--- src/design/scancode_to_ascii_keyboard_fifo_core_macros.svh ---
// assertion macros for the scancode to ascii core
`ifndef SCANCODE_TO_ASCII_KEYBOARD_FIFO_CORE_MACROS_SVH
`define SCANCODE_TO_ASCII_KEYBOARD_FIFO_CORE_MACROS_SVH

// same-cycle implication, checked only out of reset
`define SC2A_ASSERT_IMPL(label, ante, cons) \
    label: assert property (@(posedge aclk) disable iff (!aresetn) (ante) |-> (cons)) \
        else $error("sc2a same-cycle check failed");

// next-cycle implication, checked only out of reset
`define SC2A_ASSERT_NEXT(label, ante, cons) \
    label: assert property (@(posedge aclk) disable iff (!aresetn) (ante) |=> (cons)) \
        else $error("sc2a next-cycle check failed");

`endif

--- src/design/sc2a_pkg.sv ---
`timescale 1ns / 1ps
// ----------------------------------------------------------------------------
// sc2a_pkg
// types, constants and key tables for the set-1 scancode to ascii core
// ----------------------------------------------------------------------------
package sc2a_pkg;

    localparam int FIFO_DEPTH = 256;
    localparam int PTR_W      = $clog2(FIFO_DEPTH);

    localparam logic [7:0] BREAK_BIT = 8'h80;
    localparam logic [6:0] SC_LSHIFT = 7'h2A;
    localparam logic [6:0] SC_RSHIFT = 7'h36;
    localparam logic [6:0] SC_CAPS   = 7'h3A;
    localparam logic [7:0] MAP_LEN   = 8'd58;

    localparam logic OP_SCANCODE = 1'b0;
    localparam logic OP_READ     = 1'b1;

    typedef struct packed {
        logic       opcode;
        logic [7:0] scancode;
    } in_beat_t;

    typedef struct packed {
        logic [7:0] char_byte;
        logic       fifo_empty;
    } out_beat_t;

    // row index is {layout, shifted}: azerty, azerty shifted, qwerty, qwerty shifted
    localparam logic [7:0] KEY_MAP [4][58] = '{
        '{8'h00, 8'h1B, 8'h26, 8'h82, 8'h22, 8'h27, 8'h28, 8'h2D, 8'h8A, 8'h5F,
          8'h87, 8'h85, 8'h29, 8'h3D, 8'h08, 8'h09, 8'h61, 8'h7A, 8'h65, 8'h72,
          8'h74, 8'h79, 8'h75, 8'h69, 8'h6F, 8'h70, 8'h5E, 8'h24, 8'h0A, 8'h00,
          8'h71, 8'h73, 8'h64, 8'h66, 8'h67, 8'h68, 8'h6A, 8'h6B, 8'h6C, 8'h6D,
          8'h97, 8'h88, 8'h00, 8'h2A, 8'h77, 8'h78, 8'h63, 8'h76, 8'h62, 8'h6E,
          8'h2C, 8'h3B, 8'h2E, 8'h2F, 8'h00, 8'h2A, 8'h00, 8'h20},
        '{8'h00, 8'h1B, 8'h31, 8'h32, 8'h33, 8'h34, 8'h35, 8'h36, 8'h37, 8'h38,
          8'h39, 8'h30, 8'hB0, 8'h2B, 8'h08, 8'h09, 8'h41, 8'h5A, 8'h45, 8'h52,
          8'h54, 8'h59, 8'h55, 8'h49, 8'h4F, 8'h50, 8'hA8, 8'hA3, 8'h0A, 8'h00,
          8'h51, 8'h53, 8'h44, 8'h46, 8'h47, 8'h48, 8'h4A, 8'h4B, 8'h4C, 8'h4D,
          8'h25, 8'hB5, 8'h00, 8'h2A, 8'h57, 8'h58, 8'h43, 8'h56, 8'h42, 8'h4E,
          8'h3F, 8'h2E, 8'h2F, 8'hA7, 8'h00, 8'h2A, 8'h00, 8'h20},
        '{8'h00, 8'h1B, 8'h31, 8'h32, 8'h33, 8'h34, 8'h35, 8'h36, 8'h37, 8'h38,
          8'h39, 8'h30, 8'h2D, 8'h3D, 8'h08, 8'h09, 8'h71, 8'h77, 8'h65, 8'h72,
          8'h74, 8'h79, 8'h75, 8'h69, 8'h6F, 8'h70, 8'h5B, 8'h5D, 8'h0A, 8'h00,
          8'h61, 8'h73, 8'h64, 8'h66, 8'h67, 8'h68, 8'h6A, 8'h6B, 8'h6C, 8'h3B,
          8'h27, 8'h60, 8'h00, 8'h5C, 8'h7A, 8'h78, 8'h63, 8'h76, 8'h62, 8'h6E,
          8'h6D, 8'h2C, 8'h2E, 8'h2F, 8'h00, 8'h2A, 8'h00, 8'h20},
        '{8'h00, 8'h1B, 8'h21, 8'h40, 8'h23, 8'h24, 8'h25, 8'h5E, 8'h26, 8'h2A,
          8'h28, 8'h29, 8'h5F, 8'h2B, 8'h08, 8'h09, 8'h51, 8'h57, 8'h45, 8'h52,
          8'h54, 8'h59, 8'h55, 8'h49, 8'h4F, 8'h50, 8'h7B, 8'h7D, 8'h0A, 8'h00,
          8'h41, 8'h53, 8'h44, 8'h46, 8'h47, 8'h48, 8'h4A, 8'h4B, 8'h4C, 8'h3A,
          8'h22, 8'h7E, 8'h00, 8'h7C, 8'h5A, 8'h58, 8'h43, 8'h56, 8'h42, 8'h4E,
          8'h4D, 8'h3C, 8'h3E, 8'h3F, 8'h00, 8'h2A, 8'h00, 8'h20}
    };

    // ring pointer advance, wraps at the fifo depth
    function automatic logic [PTR_W-1:0] ptr_inc(input logic [PTR_W-1:0] p);
        logic [PTR_W-1:0] r;
        if (p == PTR_W'(FIFO_DEPTH - 1)) begin
            r = '0;
        end else begin
            r = p + PTR_W'(1);
        end
        return r;
    endfunction

endpackage

--- src/design/scancode_to_ascii_keyboard_fifo_core.sv ---
`timescale 1ns / 1ps
// a scancode beat updates shift, caps and the fifo when accepted; a read of an empty
// fifo loads its result beat straight into the output register, while a read that pops
// a character first passes the pending-read flag and the registered memory read port
// throughput: 1 scancode per cycle while no memory read is in flight; reads wait too
// reset: aresetn (synchronous, active low) clears pointers, shift, caps, layout, pending read and output valid;
// the character memory is not cleared and needs no clearing pass
// ----------------------------------------------------------------------------
// scancode_to_ascii_keyboard_fifo_core
// set-1 scancode to ascii translation with a ring fifo of characters
// ----------------------------------------------------------------------------
`include "scancode_to_ascii_keyboard_fifo_core_macros.svh"

module scancode_to_ascii_keyboard_fifo_core (
    input  logic                aclk,
    input  logic                aresetn,
    // configuration write channel: layout select
    input  logic                cfg_valid,
    output logic                cfg_ready,
    input  logic                cfg_layout_select,
    // input beat: scancode or read request
    input  logic                s_valid,
    output logic                s_ready,
    input  sc2a_pkg::in_beat_t  s_data,
    // result beat: popped character or empty flag
    output logic                m_valid,
    input  logic                m_ready,
    output sc2a_pkg::out_beat_t m_data
);
    import sc2a_pkg::*;

    // character memory, one write and one registered read port
    logic [7:0]       char_mem [FIFO_DEPTH];
    logic [7:0]       rdata_reg;

    // control state
    logic [PTR_W-1:0] wr_ptr_reg, wr_ptr_next;
    logic [PTR_W-1:0] rd_ptr_reg, rd_ptr_next;
    logic             shift_reg, shift_next;
    logic             caps_reg, caps_next;
    logic             layout_reg, layout_next;
    logic             rd_pend_reg, rd_pend_next;
    logic             m_valid_reg, m_valid_next;
    out_beat_t        m_data_reg, m_data_next;

    // decode
    logic             accept;
    logic             out_free;
    logic             is_make;
    logic             is_shift;
    logic             is_caps;
    logic             in_map;
    logic [7:0]       key_char;
    logic             fifo_empty;
    logic             fifo_full;
    logic             push;
    logic             pop;

    // config is always taken; the user must write it only while the core is idle, the block does not enforce it
    assign cfg_ready = 1'b1;

    // output register is free when empty or draining this cycle
    assign out_free = !m_valid_reg || m_ready;

    // a read needs room for its result beat; a scancode never does
    // nothing is taken while a memory read is in flight
    assign s_ready = !rd_pend_reg && ((s_data.opcode == OP_SCANCODE) || out_free);
    assign accept  = s_valid && s_ready;

    // scancode classification, break bit split off
    assign is_make  = (s_data.scancode & BREAK_BIT) == 8'h00;
    assign is_shift = (s_data.scancode[6:0] == SC_LSHIFT) ||
                      (s_data.scancode[6:0] == SC_RSHIFT);
    assign is_caps  = s_data.scancode[6:0] == SC_CAPS;
    assign in_map   = s_data.scancode < MAP_LEN;

    // table row picks layout and shifted level (shift xor caps)
    assign key_char = KEY_MAP[{layout_reg, shift_reg ^ caps_reg}][s_data.scancode[5:0]];

    // one slot stays free to tell full from empty
    assign fifo_empty = wr_ptr_reg == rd_ptr_reg;
    assign fifo_full  = ptr_inc(wr_ptr_reg) == rd_ptr_reg;

    // push a nonzero mapped code unless full, pop only when something waits
    assign push = accept && (s_data.opcode == OP_SCANCODE) && is_make && !is_shift &&
                  !is_caps && in_map && (key_char != 8'h00) && !fifo_full;
    assign pop  = accept && (s_data.opcode == OP_READ) && !fifo_empty;

    always_comb begin
        wr_ptr_next  = wr_ptr_reg;
        rd_ptr_next  = rd_ptr_reg;
        shift_next   = shift_reg;
        caps_next    = caps_reg;
        layout_next  = layout_reg;
        rd_pend_next = 1'b0;
        m_valid_next = m_valid_reg;
        m_data_next  = m_data_reg;

        if (cfg_valid && cfg_ready) begin
            layout_next = cfg_layout_select;
        end

        // shift make sets, shift break clears, caps make toggles
        if (accept && (s_data.opcode == OP_SCANCODE) && is_shift) begin
            shift_next = is_make;
        end
        if (accept && (s_data.opcode == OP_SCANCODE) && is_make && is_caps) begin
            caps_next = !caps_reg;
        end

        if (push) begin
            wr_ptr_next = ptr_inc(wr_ptr_reg);
        end

        // retire the result beat first, a new load below overrides it
        if (m_valid_reg && m_ready) begin
            m_valid_next = 1'b0;
        end

        if (rd_pend_reg) begin
            // the memory data registered by the pop is loaded into the result beat
            m_valid_next          = 1'b1;
            m_data_next.char_byte = rdata_reg;
            m_data_next.fifo_empty = 1'b0;
        end else if (pop) begin
            rd_ptr_next  = ptr_inc(rd_ptr_reg);
            rd_pend_next = 1'b1;
        end else if (accept && (s_data.opcode == OP_READ)) begin
            // read of an empty fifo loads its answer straight into the result beat
            m_valid_next           = 1'b1;
            m_data_next.char_byte  = 8'h00;
            m_data_next.fifo_empty = 1'b1;
        end
    end

    always_ff @(posedge aclk) begin
        if (!aresetn) begin
            wr_ptr_reg  <= '0;
            rd_ptr_reg  <= '0;
            shift_reg   <= 1'b0;
            caps_reg    <= 1'b0;
            layout_reg  <= 1'b0;
            rd_pend_reg <= 1'b0;
            m_valid_reg <= 1'b0;
        end else begin
            wr_ptr_reg  <= wr_ptr_next;
            rd_ptr_reg  <= rd_ptr_next;
            shift_reg   <= shift_next;
            caps_reg    <= caps_next;
            layout_reg  <= layout_next;
            rd_pend_reg <= rd_pend_next;
            m_valid_reg <= m_valid_next;
        end
    end

    // result payload, no reset needed
    always_ff @(posedge aclk) begin
        m_data_reg <= m_data_next;
    end

    // character memory: write at the write pointer, registered read at the read pointer
    always_ff @(posedge aclk) begin
        if (push) begin
            char_mem[wr_ptr_reg] <= key_char;
        end
        if (pop) begin
            rdata_reg <= char_mem[rd_ptr_reg];
        end
    end

    assign m_valid = m_valid_reg;
    assign m_data  = m_data_reg;

    // no new beat while the memory read is in flight
    `SC2A_ASSERT_IMPL(a_pend_blocks_input, rd_pend_reg, !s_ready)
    // a pending read always loads a non-empty result beat on the following cycle
    `SC2A_ASSERT_NEXT(a_pend_loads_output, rd_pend_reg, m_valid_reg && !m_data_reg.fifo_empty)
    // an empty answer carries a zero character
    `SC2A_ASSERT_IMPL(a_empty_is_zero, m_valid_reg && m_data_reg.fifo_empty,
                      m_data_reg.char_byte == 8'h00)
    // a pop never happens from an empty fifo
    `SC2A_ASSERT_IMPL(a_no_pop_when_empty, pop, !fifo_empty)

endmodule

--- config.mk ---
export PLATFORM = sky130hd
export DESIGN_NAME = scancode_to_ascii_keyboard_fifo_core
export DESIGN_NICKNAME = d
export VERILOG_FILES = /design/src/design/sc2a_pkg.sv /design/src/design/scancode_to_ascii_keyboard_fifo_core.sv
export VERILOG_INCLUDE_DIRS = /design/src /design/src/design
export SDC_FILE = /design/constraint.sdc
export NUM_CORES = 2
export LEC_CHECK = 0
export BUFFER_PORTS_ARGS = -buffer_cell sky130_fd_sc_hd__buf_2
export CAP_MARGIN = 15
export CELL_PAD_IN_SITES_DETAIL_PLACEMENT = 2
export CELL_PAD_IN_SITES_GLOBAL_PLACEMENT = 2
export CORE_MARGIN = 4
export CORE_UTILIZATION = 45
export CTS_CLUSTER_SIZE = 20
export DETAILED_ROUTE_END_ITERATION = 10
export PLACE_DENSITY = 0.78
export SLEW_MARGIN = 10
export SYNTH_ARGS = -nofsm -noshare
export SYNTH_HDL_FRONTEND = slang
export SYNTH_SLANG_ARGS = --single-unit
--- constraint.sdc ---
create_clock -name aclk -period 30.9 [get_ports aclk]
set_input_delay 6.18 -clock aclk [delete_from_list [all_inputs] [get_ports aclk]]
set_output_delay 6.18 -clock aclk [all_outputs]
set_load 0.01 [all_outputs]
**Yosys cells after proc, flatten, opt, wreduce, memory -nomap -nowiden**

Memories as Yosys holds them, arrays and structs flattened. A register that Yosys moved wholly into a read port is not among the register bits.
Cells that the tools add are included.
W data, S select, Z words.

- $add $sub $neg: 2
- Magnitude comparators: 3
- Equality and inequality tests: 8
- Multiplexer cells: 18
- Bitwise gates (word level): 7
- Reductions and logical operators: 31

Operators with widths:

| operator | number |
|---|---|
| $bmux W464 S2 | 1 |
| $mux W464 | 2 |
| $bmux W8 S6 | 1 |
| $mux W8 | 4 |
| $mux W9 | 3 |
| $eq A7 B6 Y1 const B | 3 |
| $add A8 B1 Y8 const B | 2 |
| $eq A8 B8 Y1 | 2 |
| $eq A8 B8 Y1 const B | 2 |
| $logic_and A1 B1 Y1 | 14 |
| $logic_not A8 Y1 | 1 |
| $lt A8 B6 Y1 const B | 1 |
| $reduce_bool A8 Y1 | 1 |
| $ge A7 B7 Y1 const B | 1 |
| $logic_not A1 Y1 | 7 |
| $mux W1 | 7 |
| $not A6 Y7 | 1 |
| $reduce_and A2 Y1 | 3 |
| $not A1 Y1 | 4 |
| $ge A3 B3 Y1 const B | 1 |
| $logic_or A1 B1 Y1 | 3 |
| $not A2 Y3 | 1 |
| $ne A2 B2 Y1 const B | 1 |
| $reduce_bool A2 Y1 | 1 |
| 2 further kinds | 2 |

- Register bits after elaboration: 30
- Memory bits (writable): 2,048
- Bits of input ports: 15
- Output and inout bits: 12
- Logic and storage cells: 79
- Memories kept: 1

Memory list:

| memory | words | bits a word | read ports | clocked after memory_dff | wr ports | RTL line | text |
|---|---|---|---|---|---|---|---|
| char_mem | 256 | 8 | 1 | 1 | 1 | scancode_to_ascii_keyboard_fifo_core.sv:33 | `logic [7:0] char_mem [FIFO_DEPTH];` |

**Longest topological paths before layout**

- Depth after elaboration: 14
- Depth in mapped cells: 15
- Depth with buffers taken out: 11

**Worst setup path before layout**

No wires, ideal clock.

- Path type: input-to-reg
- From: input port s_data[1] (netlist bit)
- To: memory char_mem[0][2], data pin
- Setup time: 3.394 ns
- Data arrival time: 23.618 ns
- Required time: 27.506 ns
- Path slack: 3.888 ns
- Stages on the path: 8
- Path buffers: 2
- Path through: buf_2 > inv_1 > clkbuf_1 > ha_1 > nor3_1 > o31ai_1 > a21oi_1 > o311ai_0

- Longest elaborated chain between the ends: 4

RTL lines:

| element | RTL line | text |
|---|---|---|
| start, declared | scancode_to_ascii_keyboard_fifo_core.sv:24 | `input sc2a_pkg::in_beat_t s_data,` |
| $not A6 Y7 (implied by the code) | scancode_to_ascii_keyboard_fifo_core.sv:78 | `assign key_char = KEY_MAP[{layout_reg, shift_reg ^ caps_reg}][s_data.scancode[5:0]];` |
| $bmux W8 S6 | scancode_to_ascii_keyboard_fifo_core.sv:78 |  |
| $mux W8 (implied by the code) (2 in series) | scancode_to_ascii_keyboard_fifo_core.sv:78 |  |
| via key_char[2] | scancode_to_ascii_keyboard_fifo_core.sv:53 | `logic [7:0] key_char;` |
| end, declared | scancode_to_ascii_keyboard_fifo_core.sv:33 |  |

The timed path passes the listed nets, and every way through them passes these cells. The select of a mux whose other input is x is not followed.

**Final worst setup path**

- From: input port m_ready
- To: output port s_ready

- Longest elaborated chain between the ends: 3

RTL lines:

| element | RTL line | text |
|---|---|---|
| start, declared | scancode_to_ascii_keyboard_fifo_core.sv:27 | `input logic m_ready,` |
| $logic_or A1 B1 Y1 | scancode_to_ascii_keyboard_fifo_core.sv:63 | `assign out_free = !m_valid_reg \|\| m_ready;` |
| $logic_or A1 B1 Y1 | scancode_to_ascii_keyboard_fifo_core.sv:67 | `assign s_ready = !rd_pend_reg && ((s_data.opcode == OP_SCANCODE) \|\| out_free);` |
| $logic_and A1 B1 Y1 | scancode_to_ascii_keyboard_fifo_core.sv:67 |  |
| end, declared | scancode_to_ascii_keyboard_fifo_core.sv:23 | `output logic s_ready,` |

Every way passes these cells.

==> impl_metrics.toml <==
[cts]
cts_setup_buffers = 0
clock_latency_ns = 0.91
cts_root_buffer = "clkbuf_16"
cts_resized = 0
postCtsHoldBufs = 0
clk_pin_slew_worst_paths_ns = 0.06
clock_path_buffers = 3
cts_tree = "done"
cts_max_level = 4
cts_made_buffers = 214
clock_sinks = 2086

[timing]
finalCritPeriodShare = 0.4193
finalHoldViolCount = 0
period_minus_slack_ns = 12.96
layout_setup_ws_ns = 17.94
rsz0062_at_grt = "false"
relSlewSlack = -0.1436
worstMarginPinSlew_ns = 1.715
finClkSkew_ns = 0.08638
final.setup.tns_ns = 0
fmax_mhz = 77.19
setup_viol = 0
drv_slew = 146

[detailed_routing]
drtPass1Iterations = 6
routed.top_layer = "met5"
antenna_left = 0
avgRoutedWirePerCell_um = 45.37
via_count = 45743
wl_met1_mm = 109.1
drt-vias-per-instance = 6.898
wl_met2_mm = 149.6
drc_errors = 0
wl_met3_mm = 26.43
routed_wirelength_mm = 300.9
drt-initial-drc-count = 7357

[floorplanning]
initial_utilization = 0.4535
ioPinCount = 27
die_area_um2 = 192100
num_rows = 157
die_w_um = 438.2
die_h_um = 438.2
fp.coreArea_um2 = 183700

[critical_path]
crit_start = "m_ready"
cp_max_fo = 3
crit_required_ns = 24.72
worst_setup_path_start_kind = "primary input"
worstSetupPathType = "in2out"
reg2reg_from = "shift_reg$_SDFFE_PN0P_"
cp.arrival_ns = 6.78
crit_path_end_kind = "output pin"

[run]
drv_cap = 0

[cells_and_area]
fill_cells = 15445
fin_cells = 6631
fin_nets = 4019
largest_reg_flops = 2048
stdcell_area_um2 = 95020
drive_above_1_share = 0.3356
syn2layout_area_growth_pct = 14.08

[global_routing]
antenna_found_initial = 17
grt_overflow_total = 0
grt_pass1_wl_mm = 417.5
grt_pass1_vias = 47467
grt_max_degree = 197
grt_use_total = 0.3115

[place]
post-place-ws_ns = 17.98
place_hpwl_mm = 165.3
gp_congestion = 0.8398
port_buffers = 25
place_area_um2 = 87620
place_inst = 6191

[yosys]
netlist_area_um2 = 83300
syn_nets = 3853
ys.flop_type = "edfxtp_1"
syn_area_per_cell_um2 = 21.82
async_reset_ff_frac = 0
synth_seq_area_share = 0.7494
yosysWarnings = 0
syn_inst = 3818
synth_cell_types = 73
synth-edff-count = 2064
synth-seq-cells = 2086

[min_path]
hold_class = "reg2reg"
hold_start = "m_data[0]$_SDFFE_PP0P_"

[power_and_ir_drop]
irDropWorstVdd_v = 0.00005314
leakage_nw = 28.65
p_per_area_nw_per_um2 = 63.08
power_mw = 5.994

[outcome]
status = "finished, violations left"
violations = "max-slew violations"
synth_stat cells (all sizes together), types with 4 or more instances:
cell	n	share of area
nand4	10	0.00075
nor4	182	0.014
nor3	93	0.0056
edfxtp	2064	0.74
and2	13	0.00098
a22oi	5	0.00045
nor2	50	0.0023
nand3b	4	0.00036
clkbuf	170	0.0077
o21ai	32	0.0020
a31oi	11	0.00083
a211oi	13	0.0012
mux2i	13	0.0016
nand2b	13	0.00098
buf	125	0.0078
o22ai	5	0.00038
o311ai	5	0.00053
mux4	663	0.18
nor2b	19	0.0015
nand3	21	0.0013
dfxtp	22	0.0053
ha	20	0.0030
xnor2	14	0.0015
or3	5	0.00038
nand2	98	0.0044
clkinv	4	0.00018
o31ai	4	0.00036
xor2	9	0.00095
a21oi	33	0.0020
o211ai	12	0.0011
or2	9	0.00068
inv	15	0.00068
cells in the final DEF (no fill, tap or decap), types with 20 or more instances in the layout:
cell / n
nor3_2: 24
a21oi_1: 33
nor4_4: 32
nor4_1: 61
clkinv_1: 47
clkbuf_1: 51
nor3_1: 69
clkinv_2: 37
buf_4: 178
edfxtp_1: 2064
mux4_2: 663
buf_2: 35
nor2_1: 50
clkbuf_16: 217
ha_1: 20
nor4_2: 89
nand2_1: 84
o21ai_0: 29
power by group:
group,internal [mW],switching (mW),total [mW]
combinational,0.0356,0.180,0.215
sequential,3.17,0.00171,3.17
clock,1.41,1.20,2.61
total,4.61,1.38,5.99
final cells by class:
type,count,area [um^2],area share
repair buffers,245,1892,0.01991
flip-flops and latches,2086,62430,0.6570
inverters,19,78.83,0.0008295
clock buffers,268,5622,0.05916
well taps,2464,3083,0.03244
clock inverters,118,1065,0.01121
diodes,13,32.53,0.0003423
multi-input cells,1418,20820,0.2191
worst paths after layout:
path | end | slack [ns] | depth (start not counted)
setup / recovery | s_ready | 17.94 | 4
hold reg to reg | m_data[0]$_SDFFE_PP0P_ | 0.51 | 2
hold / removal | m_data[0]$_SDFFE_PP0P_ | 0.51 | 2
setup reg to reg | char_mem[62][4]$_DFFE_PP_ | 23.80 | 15
cells by family (layout without fill, tap and decap cells):
kind of cell    after synthesis  count (layout)  synth area share
flops                      2086            2086            0.7494
mux                         679             679            0.1812
compound gates              168             168           0.01388
buf+inv                     314             650           0.01631
xor+xnor                     23              23          0.002418
simple gates                527             527           0.03375
fa+ha+maj                    20              20          0.003004
other cells                   1              14        0.00004502
worst max-delay path, stage by stage:
cell	delay (ns)
buf_2	0.11
nor2b_1	0.21
a21oi_1	0.11
buf_2	0.17
layer usage:
layer	global-route usage	vias up
met1	0.4061	24984
li1	-	16707
met5	0	-
met3	0.05745	728
met4	0.1416	12
met2	0.5123	3312
through the flow:
step                      hold WS (ns)    util
after floorplan                 0.4696       -
after global placement          0.4392  0.4768
after detailed placement        0.4678  0.4771
after CTS                       0.4996  0.5135
after global routing            0.5303  0.5172
final                           0.5091  0.5174
Note: power is estimated with default switching activity, not from simulation.
